===== src/rtl/rau_pkg.sv =====
`default_nettype none

package rau_pkg;

  localparam int NUM_WIDTH_DEF = 16;

  typedef enum logic [2:0] {
    OP_REDUCE = 3'd0,
    OP_ADD    = 3'd1,
    OP_SUB    = 3'd2,
    OP_MUL    = 3'd3,
    OP_DIV    = 3'd4
  } op_t;

  typedef enum logic [1:0] {
    ST_OK   = 2'd0,
    ST_DIV0 = 2'd1,
    ST_OVER = 2'd2
  } status_t;

endpackage

`default_nettype wire


===== src/rtl/rau_gcd.sv =====
`default_nettype none

module rau_gcd #(
  parameter int WIDTH = 32
) (
  input  wire logic             clk,
  input  wire logic             rst,
  input  wire logic             start,
  input  wire logic [WIDTH-1:0] u_in,
  input  wire logic [WIDTH-1:0] v_in,
  output logic                  done,
  output logic [WIDTH-1:0]      g
);

  localparam int KW = $clog2(WIDTH + 1);

  typedef enum logic [1:0] {
    G_IDLE,
    G_RUN,
    G_SHIFT
  } gstate_t;

  gstate_t           state;
  logic [WIDTH-1:0]  u;
  logic [WIDTH-1:0]  v;
  logic [KW-1:0]     k;

  assign g = u;

  always_ff @(posedge clk) begin
    done <= 1'b0;
    if (rst) begin
      state <= G_IDLE;
    end else begin
      case (state)
        G_IDLE: begin
          if (start) begin
            u     <= u_in;
            v     <= v_in;
            k     <= '0;
            state <= G_RUN;
          end
        end
        G_RUN: begin
          if (u == '0 || v == '0) begin
            u     <= u | v;
            state <= G_SHIFT;
          end else if (!u[0] && !v[0]) begin
            u <= u >> 1;
            v <= v >> 1;
            k <= k + KW'(1);
          end else if (!u[0]) begin
            u <= u >> 1;
          end else if (!v[0]) begin
            v <= v >> 1;
          end else if (u >= v) begin
            u <= u - v;
          end else begin
            v <= v - u;
          end
        end
        G_SHIFT: begin
          // restore the common power of two
          if (k == '0) begin
            done  <= 1'b1;
            state <= G_IDLE;
          end else begin
            u <= u << 1;
            k <= k - KW'(1);
          end
        end
        default: begin
          state <= G_IDLE;
        end
      endcase
    end
  end

endmodule

`default_nettype wire


===== src/rtl/rau_div.sv =====
`default_nettype none

module rau_div #(
  parameter int WIDTH = 32
) (
  input  wire logic             clk,
  input  wire logic             rst,
  input  wire logic             start,
  input  wire logic [WIDTH-1:0] dividend,
  input  wire logic [WIDTH-1:0] divisor,
  output logic                  done,
  output logic [WIDTH-1:0]      quotient
);

  localparam int CW = $clog2(WIDTH + 1);

  typedef enum logic {
    D_IDLE,
    D_RUN
  } dstate_t;

  dstate_t           state;
  logic [WIDTH-1:0]  r;
  logic [WIDTH-1:0]  q;
  logic [WIDTH-1:0]  d;
  logic [CW-1:0]     cnt;
  logic [WIDTH+1:0]  diff;
  logic              borrow;

  // restoring division, one quotient bit per cycle
  assign diff     = {1'b0, r, q[WIDTH-1]} - {2'b00, d};
  assign borrow   = diff[WIDTH+1];
  assign quotient = q;

  always_ff @(posedge clk) begin
    done <= 1'b0;
    if (rst) begin
      state <= D_IDLE;
    end else begin
      case (state)
        D_IDLE: begin
          if (start) begin
            r     <= '0;
            q     <= dividend;
            d     <= divisor;
            cnt   <= CW'(WIDTH);
            state <= D_RUN;
          end
        end
        D_RUN: begin
          if (borrow) begin
            r <= {r[WIDTH-2:0], q[WIDTH-1]};
          end else begin
            r <= diff[WIDTH-1:0];
          end
          q   <= {q[WIDTH-2:0], ~borrow};
          cnt <= cnt - CW'(1);
          if (cnt == CW'(1)) begin
            done  <= 1'b1;
            state <= D_IDLE;
          end
        end
        default: begin
          state <= D_IDLE;
        end
      endcase
    end
  end

endmodule

`default_nettype wire


===== src/rtl/rational_arithmetic_unit.sv =====
// rational_arithmetic_unit
//
// exact arithmetic on two rationals (signed numerator over unsigned denominator)
// input channel: in_valid/in_ready with operation, a_num, a_den, b_num, b_den
// output channel: out_valid/out_ready with result_num, result_den, status
// every input transfer gives exactly one output transfer, in order
// status 0 ok, 1 divide by zero, 2 overflow; on error the result is 0/1
// one item at a time: in_ready is high only while no item is in work
// path from input transfer to out_valid: a zero denominator or zero divisor
//   goes straight from the check to the result, a zero numerator ends after
//   the multiply and sum, otherwise multiply and sum on one shared multiplier,
//   a binary gcd of shift/subtract steps, then two bit-serial divisions
//   of numerator and denominator by the gcd
// the unit returns to idle when the result is loaded; the next input
//   transfer can follow in the cycle after
// the result sits in an output register; the next item is accepted while
//   it waits, and a finished item waits in place if that register is full
// reset (rst, synchronous) empties the unit and drops any pending result
`default_nettype none

module rational_arithmetic_unit
  import rau_pkg::*;
#(
  parameter int NUM_WIDTH = NUM_WIDTH_DEF
) (
  input  wire logic                        clk,
  input  wire logic                        rst,
  input  wire logic                        in_valid,
  output logic                             in_ready,
  input  wire logic [2:0]                  operation,
  input  wire logic signed [NUM_WIDTH-1:0] a_num,
  input  wire logic [NUM_WIDTH-1:0]        a_den,
  input  wire logic signed [NUM_WIDTH-1:0] b_num,
  input  wire logic [NUM_WIDTH-1:0]        b_den,
  output logic                             out_valid,
  input  wire logic                        out_ready,
  output logic signed [NUM_WIDTH-1:0]      result_num,
  output logic [NUM_WIDTH-1:0]             result_den,
  output logic [1:0]                       status
);

  localparam int W  = NUM_WIDTH;
  localparam int MW = 2 * W;
  localparam int SW = 2 * W + 1;
  localparam int PW = 2 * W + 2;

  localparam logic [MW-1:0] POS_MAX = MW'((64'd1 << (W - 1)) - 64'd1);
  localparam logic [MW-1:0] NEG_MAX = MW'(64'd1 << (W - 1));
  localparam logic [MW-1:0] DEN_MAX = MW'((64'd1 << W) - 64'd1);

  typedef enum logic [3:0] {
    S_IDLE,
    S_CHECK,
    S_MUL1,
    S_MUL2,
    S_MUL3,
    S_SUM,
    S_ABS,
    S_GCD,
    S_DIVN,
    S_DIVD,
    S_RANGE,
    S_FINISH
  } state_t;

  state_t              state;
  op_t                 op;
  logic signed [W-1:0] an;
  logic [W-1:0]        ad;
  logic signed [W-1:0] bn;
  logic [W-1:0]        bd;

  logic signed [SW-1:0] p1;
  logic signed [SW-1:0] p2;
  logic signed [SW-1:0] n;
  logic [MW-1:0]        den;
  logic [MW-1:0]        m;
  logic                 neg;
  logic [MW-1:0]        g;
  logic [MW-1:0]        mq;

  logic signed [W-1:0] fin_num;
  logic [W-1:0]        fin_den;
  status_t             fin_status;
  status_t             status_r;

  logic signed [W:0]    an_ext;
  logic signed [W:0]    bn_ext;
  logic signed [W:0]    ad_ext;
  logic signed [W:0]    bd_ext;
  logic signed [W:0]    bn_abs;
  logic                 bn_neg;
  logic signed [W:0]    mul_a;
  logic signed [W:0]    mul_b;
  logic signed [PW-1:0] prod;
  logic [MW-1:0]        m_abs;
  logic [W-1:0]         mq_low;

  logic          gcd_start;
  logic          gcd_done;
  logic [MW-1:0] gcd_g;
  logic          div_start;
  logic          div_done;
  logic [MW-1:0] div_dividend;
  logic [MW-1:0] div_quot;

  assign in_ready = (state == S_IDLE);
  assign status   = status_r;

  assign an_ext = {an[W-1], an};
  assign bn_ext = {bn[W-1], bn};
  assign ad_ext = {1'b0, ad};
  assign bd_ext = {1'b0, bd};
  assign bn_neg = bn[W-1];
  assign bn_abs = bn_neg ? -bn_ext : bn_ext;

  // shared multiplier operand selection
  always_comb begin
    mul_a = '0;
    mul_b = '0;
    case (state)
      S_MUL1: begin
        mul_a = (op == OP_DIV && bn_neg) ? -an_ext : an_ext;
        case (op)
          OP_MUL:    mul_b = bn_ext;
          OP_REDUCE: mul_b = (W + 1)'(1);
          default:   mul_b = bd_ext;
        endcase
      end
      S_MUL2: begin
        if (op == OP_ADD || op == OP_SUB) begin
          mul_a = bn_ext;
          mul_b = ad_ext;
        end
      end
      S_MUL3: begin
        mul_a = ad_ext;
        case (op)
          OP_REDUCE: mul_b = (W + 1)'(1);
          OP_DIV:    mul_b = bn_abs;
          default:   mul_b = bd_ext;
        endcase
      end
      default: begin
        mul_a = '0;
        mul_b = '0;
      end
    endcase
  end

  assign prod         = mul_a * mul_b;
  assign m_abs        = n[SW-1] ? MW'(-n) : n[MW-1:0];
  assign div_dividend = (state == S_DIVN) ? m : den;
  assign mq_low       = mq[W-1:0];

  rau_gcd #(
    .WIDTH (MW)
  ) u_gcd (
    .clk   (clk),
    .rst   (rst),
    .start (gcd_start),
    .u_in  (m),
    .v_in  (den),
    .done  (gcd_done),
    .g     (gcd_g)
  );

  rau_div #(
    .WIDTH (MW)
  ) u_div (
    .clk      (clk),
    .rst      (rst),
    .start    (div_start),
    .dividend (div_dividend),
    .divisor  (g),
    .done     (div_done),
    .quotient (div_quot)
  );

  always_ff @(posedge clk) begin
    gcd_start <= 1'b0;
    div_start <= 1'b0;
    if (rst) begin
      state     <= S_IDLE;
      out_valid <= 1'b0;
    end else begin
      if (out_valid && out_ready) begin
        out_valid <= 1'b0;
      end
      case (state)
        S_IDLE: begin
          if (in_valid) begin
            if (operation > 3'(OP_DIV)) begin
              op <= OP_REDUCE;
            end else begin
              op <= op_t'(operation);
            end
            an    <= a_num;
            ad    <= a_den;
            bn    <= b_num;
            bd    <= b_den;
            state <= S_CHECK;
          end
        end
        S_CHECK: begin
          if (ad == '0 || (op != OP_REDUCE && bd == '0) || (op == OP_DIV && bn == '0)) begin
            fin_num    <= '0;
            fin_den    <= W'(1);
            fin_status <= ST_DIV0;
            state      <= S_FINISH;
          end else begin
            state <= S_MUL1;
          end
        end
        S_MUL1: begin
          p1    <= prod[SW-1:0];
          state <= S_MUL2;
        end
        S_MUL2: begin
          p2    <= prod[SW-1:0];
          state <= S_MUL3;
        end
        S_MUL3: begin
          den   <= prod[MW-1:0];
          state <= S_SUM;
        end
        S_SUM: begin
          n     <= (op == OP_ADD) ? p1 + p2 : p1 - p2;
          state <= S_ABS;
        end
        S_ABS: begin
          neg <= n[SW-1];
          m   <= m_abs;
          if (m_abs == '0) begin
            // zero numerator reduces to 0/1
            fin_num    <= '0;
            fin_den    <= W'(1);
            fin_status <= ST_OK;
            state      <= S_FINISH;
          end else begin
            gcd_start <= 1'b1;
            state     <= S_GCD;
          end
        end
        S_GCD: begin
          if (gcd_done) begin
            g         <= gcd_g;
            div_start <= 1'b1;
            state     <= S_DIVN;
          end
        end
        S_DIVN: begin
          if (div_done) begin
            mq        <= div_quot;
            div_start <= 1'b1;
            state     <= S_DIVD;
          end
        end
        S_DIVD: begin
          if (div_done) begin
            den   <= div_quot;
            state <= S_RANGE;
          end
        end
        S_RANGE: begin
          if ((neg && mq > NEG_MAX) || (!neg && mq > POS_MAX) || den > DEN_MAX) begin
            fin_num    <= '0;
            fin_den    <= W'(1);
            fin_status <= ST_OVER;
          end else begin
            fin_num    <= neg ? -mq_low : mq_low;
            fin_den    <= den[W-1:0];
            fin_status <= ST_OK;
          end
          state <= S_FINISH;
        end
        S_FINISH: begin
          if (!out_valid || out_ready) begin
            result_num <= fin_num;
            result_den <= fin_den;
            status_r   <= fin_status;
            out_valid  <= 1'b1;
            state      <= S_IDLE;
          end
        end
        default: begin
          state <= S_IDLE;
        end
      endcase
    end
  end

endmodule

`default_nettype wire


===== config.mk =====
export PLATFORM = sky130hd
export DESIGN_NAME = rational_arithmetic_unit
export DESIGN_NICKNAME = d
export VERILOG_FILES = /design/src/rtl/rau_pkg.sv /design/src/rtl/rau_gcd.sv /design/src/rtl/rau_div.sv /design/src/rtl/rational_arithmetic_unit.sv
export SDC_FILE = /design/constraint.sdc
export NUM_CORES = 2
export LEC_CHECK = 0
export BUFFER_PORTS_ARGS = -buffer_cell sky130_fd_sc_hd__buf_2
export CAP_MARGIN = 40
export CORE_ASPECT_RATIO = 0.7
export CORE_MARGIN = 3
export CORE_UTILIZATION = 30
export DETAILED_ROUTE_END_ITERATION = 16
export GPL_TIMING_DRIVEN = 0
export HOLD_SLACK_MARGIN = 0.1
export PLACE_DENSITY_LB_ADDON = 0.12
export SLEW_MARGIN = 20
export SYNTH_ARGS = -nofsm -noshare
export SYNTH_HDL_FRONTEND = slang
export SYNTH_HIERARCHICAL = 1
export SYNTH_SLANG_ARGS = --single-unit

===== constraint.sdc =====
create_clock -name clk -period 16.6 [get_ports clk]
set_input_delay 1.66 -clock clk [delete_from_list [all_inputs] [get_ports clk]]
set_output_delay 1.66 -clock clk [all_outputs]
set_load 0.1 [all_outputs]

==> results_dict.tcl <==
set metrics [dict create \
    status "finished, final reports clean" \
    antenna_found_initial 14 \
    layout.nets 4996 \
    vdd_drop_max_v 0.0000743 \
    period_share_pct 64.2 \
    place_area_um2 46400 \
    fillers 14300 \
    gp_congestion 0.932 \
    maxSlewHeadroom_pct 39.6 \
    yosys.cell_types.count 103 \
    clk_latency_ns 0.71 \
    drt_iter0_markers 3656 \
    seq_area_um2 16300 \
    dp_hpwl_um 119000 \
    ctsResizeCount 0 \
    synth_nets 4738 \
    timing.fmax_ghz 0.0939 \
    final_hold_viol_count 0 \
    cts_tree "built" \
    cts_buffer_depth 3 \
    cap_violations 0 \
    hold_depth 0 \
    cts_hold_repair.buffers 0 \
    yosysSeqAreaShare_pct 38.3 \
    pre_cts_slack_ns 6.18 \
    crit_path_top_delay_cell "xor2_1" \
    design_area_um2 48600 \
    overflow 0 \
    fin_skew_ns 0.0759 \
    synth_edf_count 535 \
    post_cts_buffers 0 \
    crit_path_frequent_cell "fa_1" \
    layout-drive-gt1-share_pct 11.2 \
    setup_violations 0 \
    gr-usage-all-layers_pct 19.8 \
    core_um2 141000 \
    synth_flop_cell "edfxtp_1" \
    cp-start-kind "flip-flop" \
    fp-row-count 115 \
    fp.dieH_um 321 \
    grt_pass1_wl_um 216000 \
    htree_levels 2 \
    cts.clk_slew.worst_paths_ns 0.06 \
    io_buffers 106 \
    total_leakage_power_nw 19.7 \
    setup_tns_ns 0 \
    syn_to_final_growth_pct 14.2 \
    critPathMaxFanout 10 \
    rsz0062_at_grt "false" \
    ff2ff_path_depth 29 \
    cp-end-kind "flip-flop" \
    multi_input_area_um2 23800 \
    layout_commonest_cell "inv_1" \
    dr_total_vias 32400 \
    syn_avg_cell_area_um2 10.4 \
    synthArstFlopShare_pct 0 \
    die_w_um 456 \
    hold_class "flip-flop to flip-flop" \
    dr.pass1.iters 9 \
    whs_ns 0.384 \
    synth-seq-cells 547 \
    critical_path.max_stage_delay_ns 0.72 \
    synthCells 4113 \
    worst_ep_required_time_ns 17.12 \
    viasPerCell 5.14 \
    cp.arrival_ns 11.17 \
    avgRoutedWirePerCell_um 23.1 \
    cts-root-buf "clkbuf_16" \
    grt_max_degree 43 \
    period_minus_slack_ns 10.65 \
    syn-cell-area_um2 42600 \
    layout_common_cells "549 x inv_1, 535 x edfxtp_1, 423 x nor2_1, 295 x fa_1, 262 x nand2_1" \
    grt_pass1_vias 32200 \
    ys_warn_count 6 \
    slew_violations 0 \
    layout_setup_ws_ns 5.95 \
    initial_utilization_pct 30.3 \
    cts_buffers 61 \
    worstSetupPathType "flip-flop to flip-flop" \
    cts.sinks 547 \
    die_area_um2 147000 \
    wl_um 146000 \
    ios 107 \
    drtAntennaViolNets 0 \
    drcViolationCount 0 \
    power_density_nw_per_um2 77.9 \
    tightest_slew_ns 0.906 \
]
[synthesized netlist by cell type, drive strengths merged (14+ instances only)]
| master | n | share of area [%] |
|---|---|---|
| nor2b | 41 | 0.60 |
| o21a | 17 | 0.30 |
| a21o | 48 | 0.85 |
| inv | 553 | 4.9 |
| mux2i | 32 | 0.75 |
| a31oi | 23 | 0.34 |
| or2 | 16 | 0.23 |
| o31ai | 32 | 0.56 |
| nand2b | 48 | 0.70 |
| nor2 | 427 | 3.8 |
| a211oi | 23 | 0.46 |
| mux2 | 96 | 2.5 |
| a221oi | 16 | 0.33 |
| o211ai | 14 | 0.28 |
| or3 | 22 | 0.32 |
| o41ai | 18 | 0.39 |
| a21boi | 19 | 0.33 |
| nor4 | 53 | 0.79 |
| a221o | 18 | 0.42 |
| nand3 | 45 | 0.54 |
| nand2 | 262 | 2.3 |
| nand4 | 19 | 0.28 |
| nor3 | 60 | 0.70 |
| o21ai | 168 | 2.0 |
| fa | 295 | 14 |
| xnor2 | 169 | 3.5 |
| ha | 259 | 7.6 |
| and2 | 38 | 0.56 |
| a21oi | 239 | 2.8 |
| a222oi | 26 | 0.61 |
| edfxtp | 535 | 38 |
| o22ai | 15 | 0.22 |
| o21bai | 25 | 0.45 |
| clkbuf | 127 | 1.1 |
| buf | 24 | 0.35 |
| xor2 | 87 | 1.8 |
| a22oi | 25 | 0.45 |
[path summary, 6_finish.rpt]
kind,startpoint,slack [ns],end
max,op[0],5.95,den[31]
min,g[0],0.38,u_div/d[0]
max reg2reg,op[0],5.95,den[31]
min reg2reg,g[0],0.38,u_div/d[0]
[sequential cells by signal (all words and copies together), names as in the netlist, 32 cells and up]
signal	cells
m	32
u_div/quotient	32
u_div/r	32
den	32
u_gcd/v	32
n	33
mq	32
u_div/d	32
u_gcd/g	32
p2	33
g	32
p1	33
[layout make-up]
type	count	area share [%]
inverter	553	4.27
timing repair buffer	195	2.74
sequential	547	33.5
clock buffer	70	3.23
buffer	151	1.29
multi-input combinational	2862	48.9
clock inverter	46	1.20
tap	1872	4.81
antenna	3	0.0154
[routing by layer]
layer	track usage [%]	part of all wire (%)
met5	0	0
met3	4.99	9.4
met4	3.80	1.6
met2	26.4	38
met1	31.5	51
[power by group]
| group | total (mW) | internal, mW | switching, mW | leakage, nW |
|---|---|---|---|---|
| Combinational | 0.717 | 0.231 | 0.486 | 13.7 |
| Sequential | 1.60 | 1.56 | 0.0426 | 4.98 |
| Clock | 1.47 | 0.845 | 0.625 | 1.03 |
[logic make-up after synthesis]
group / Yosys count / share of synthesized area (%)
adders and majority gates: 554 / 21.5
DFF: 547 / 38.3
and+or+nand+nor: 1091 / 12.0
muxes: 128 / 3.29
xor gates and xnor gates: 256 / 5.26
AOI/OAI and AO/OA: 833 / 13.4
buffers and inverters: 704 / 6.35
[through the flow]
step | util (%) | total power [mW] | std cells
6_report | 34.6 | 3.79 | 6299
5_1_grt | 34.6 | 3.96 | 6296
4_1_cts | 34.5 | 3.82 | 6289
3_5_place_dp | 33.0 | 2.33 | 6173
3_3_place_gp | 32.3 | 2.31 | 6091
2_1_floorplan | - | 2.03 | 4113
[critical path, delay by kind of cell, from the launching register on]
family          cells  cell delay, ns
compound gates      9            2.60
simple gates        3            0.72
mux                 1            0.29
flops               1            0.33
xor+xnor            1            0.72
fa+ha+maj           7            3.54
buf+inv             8            2.25
(Power assumes the default switching activity.)
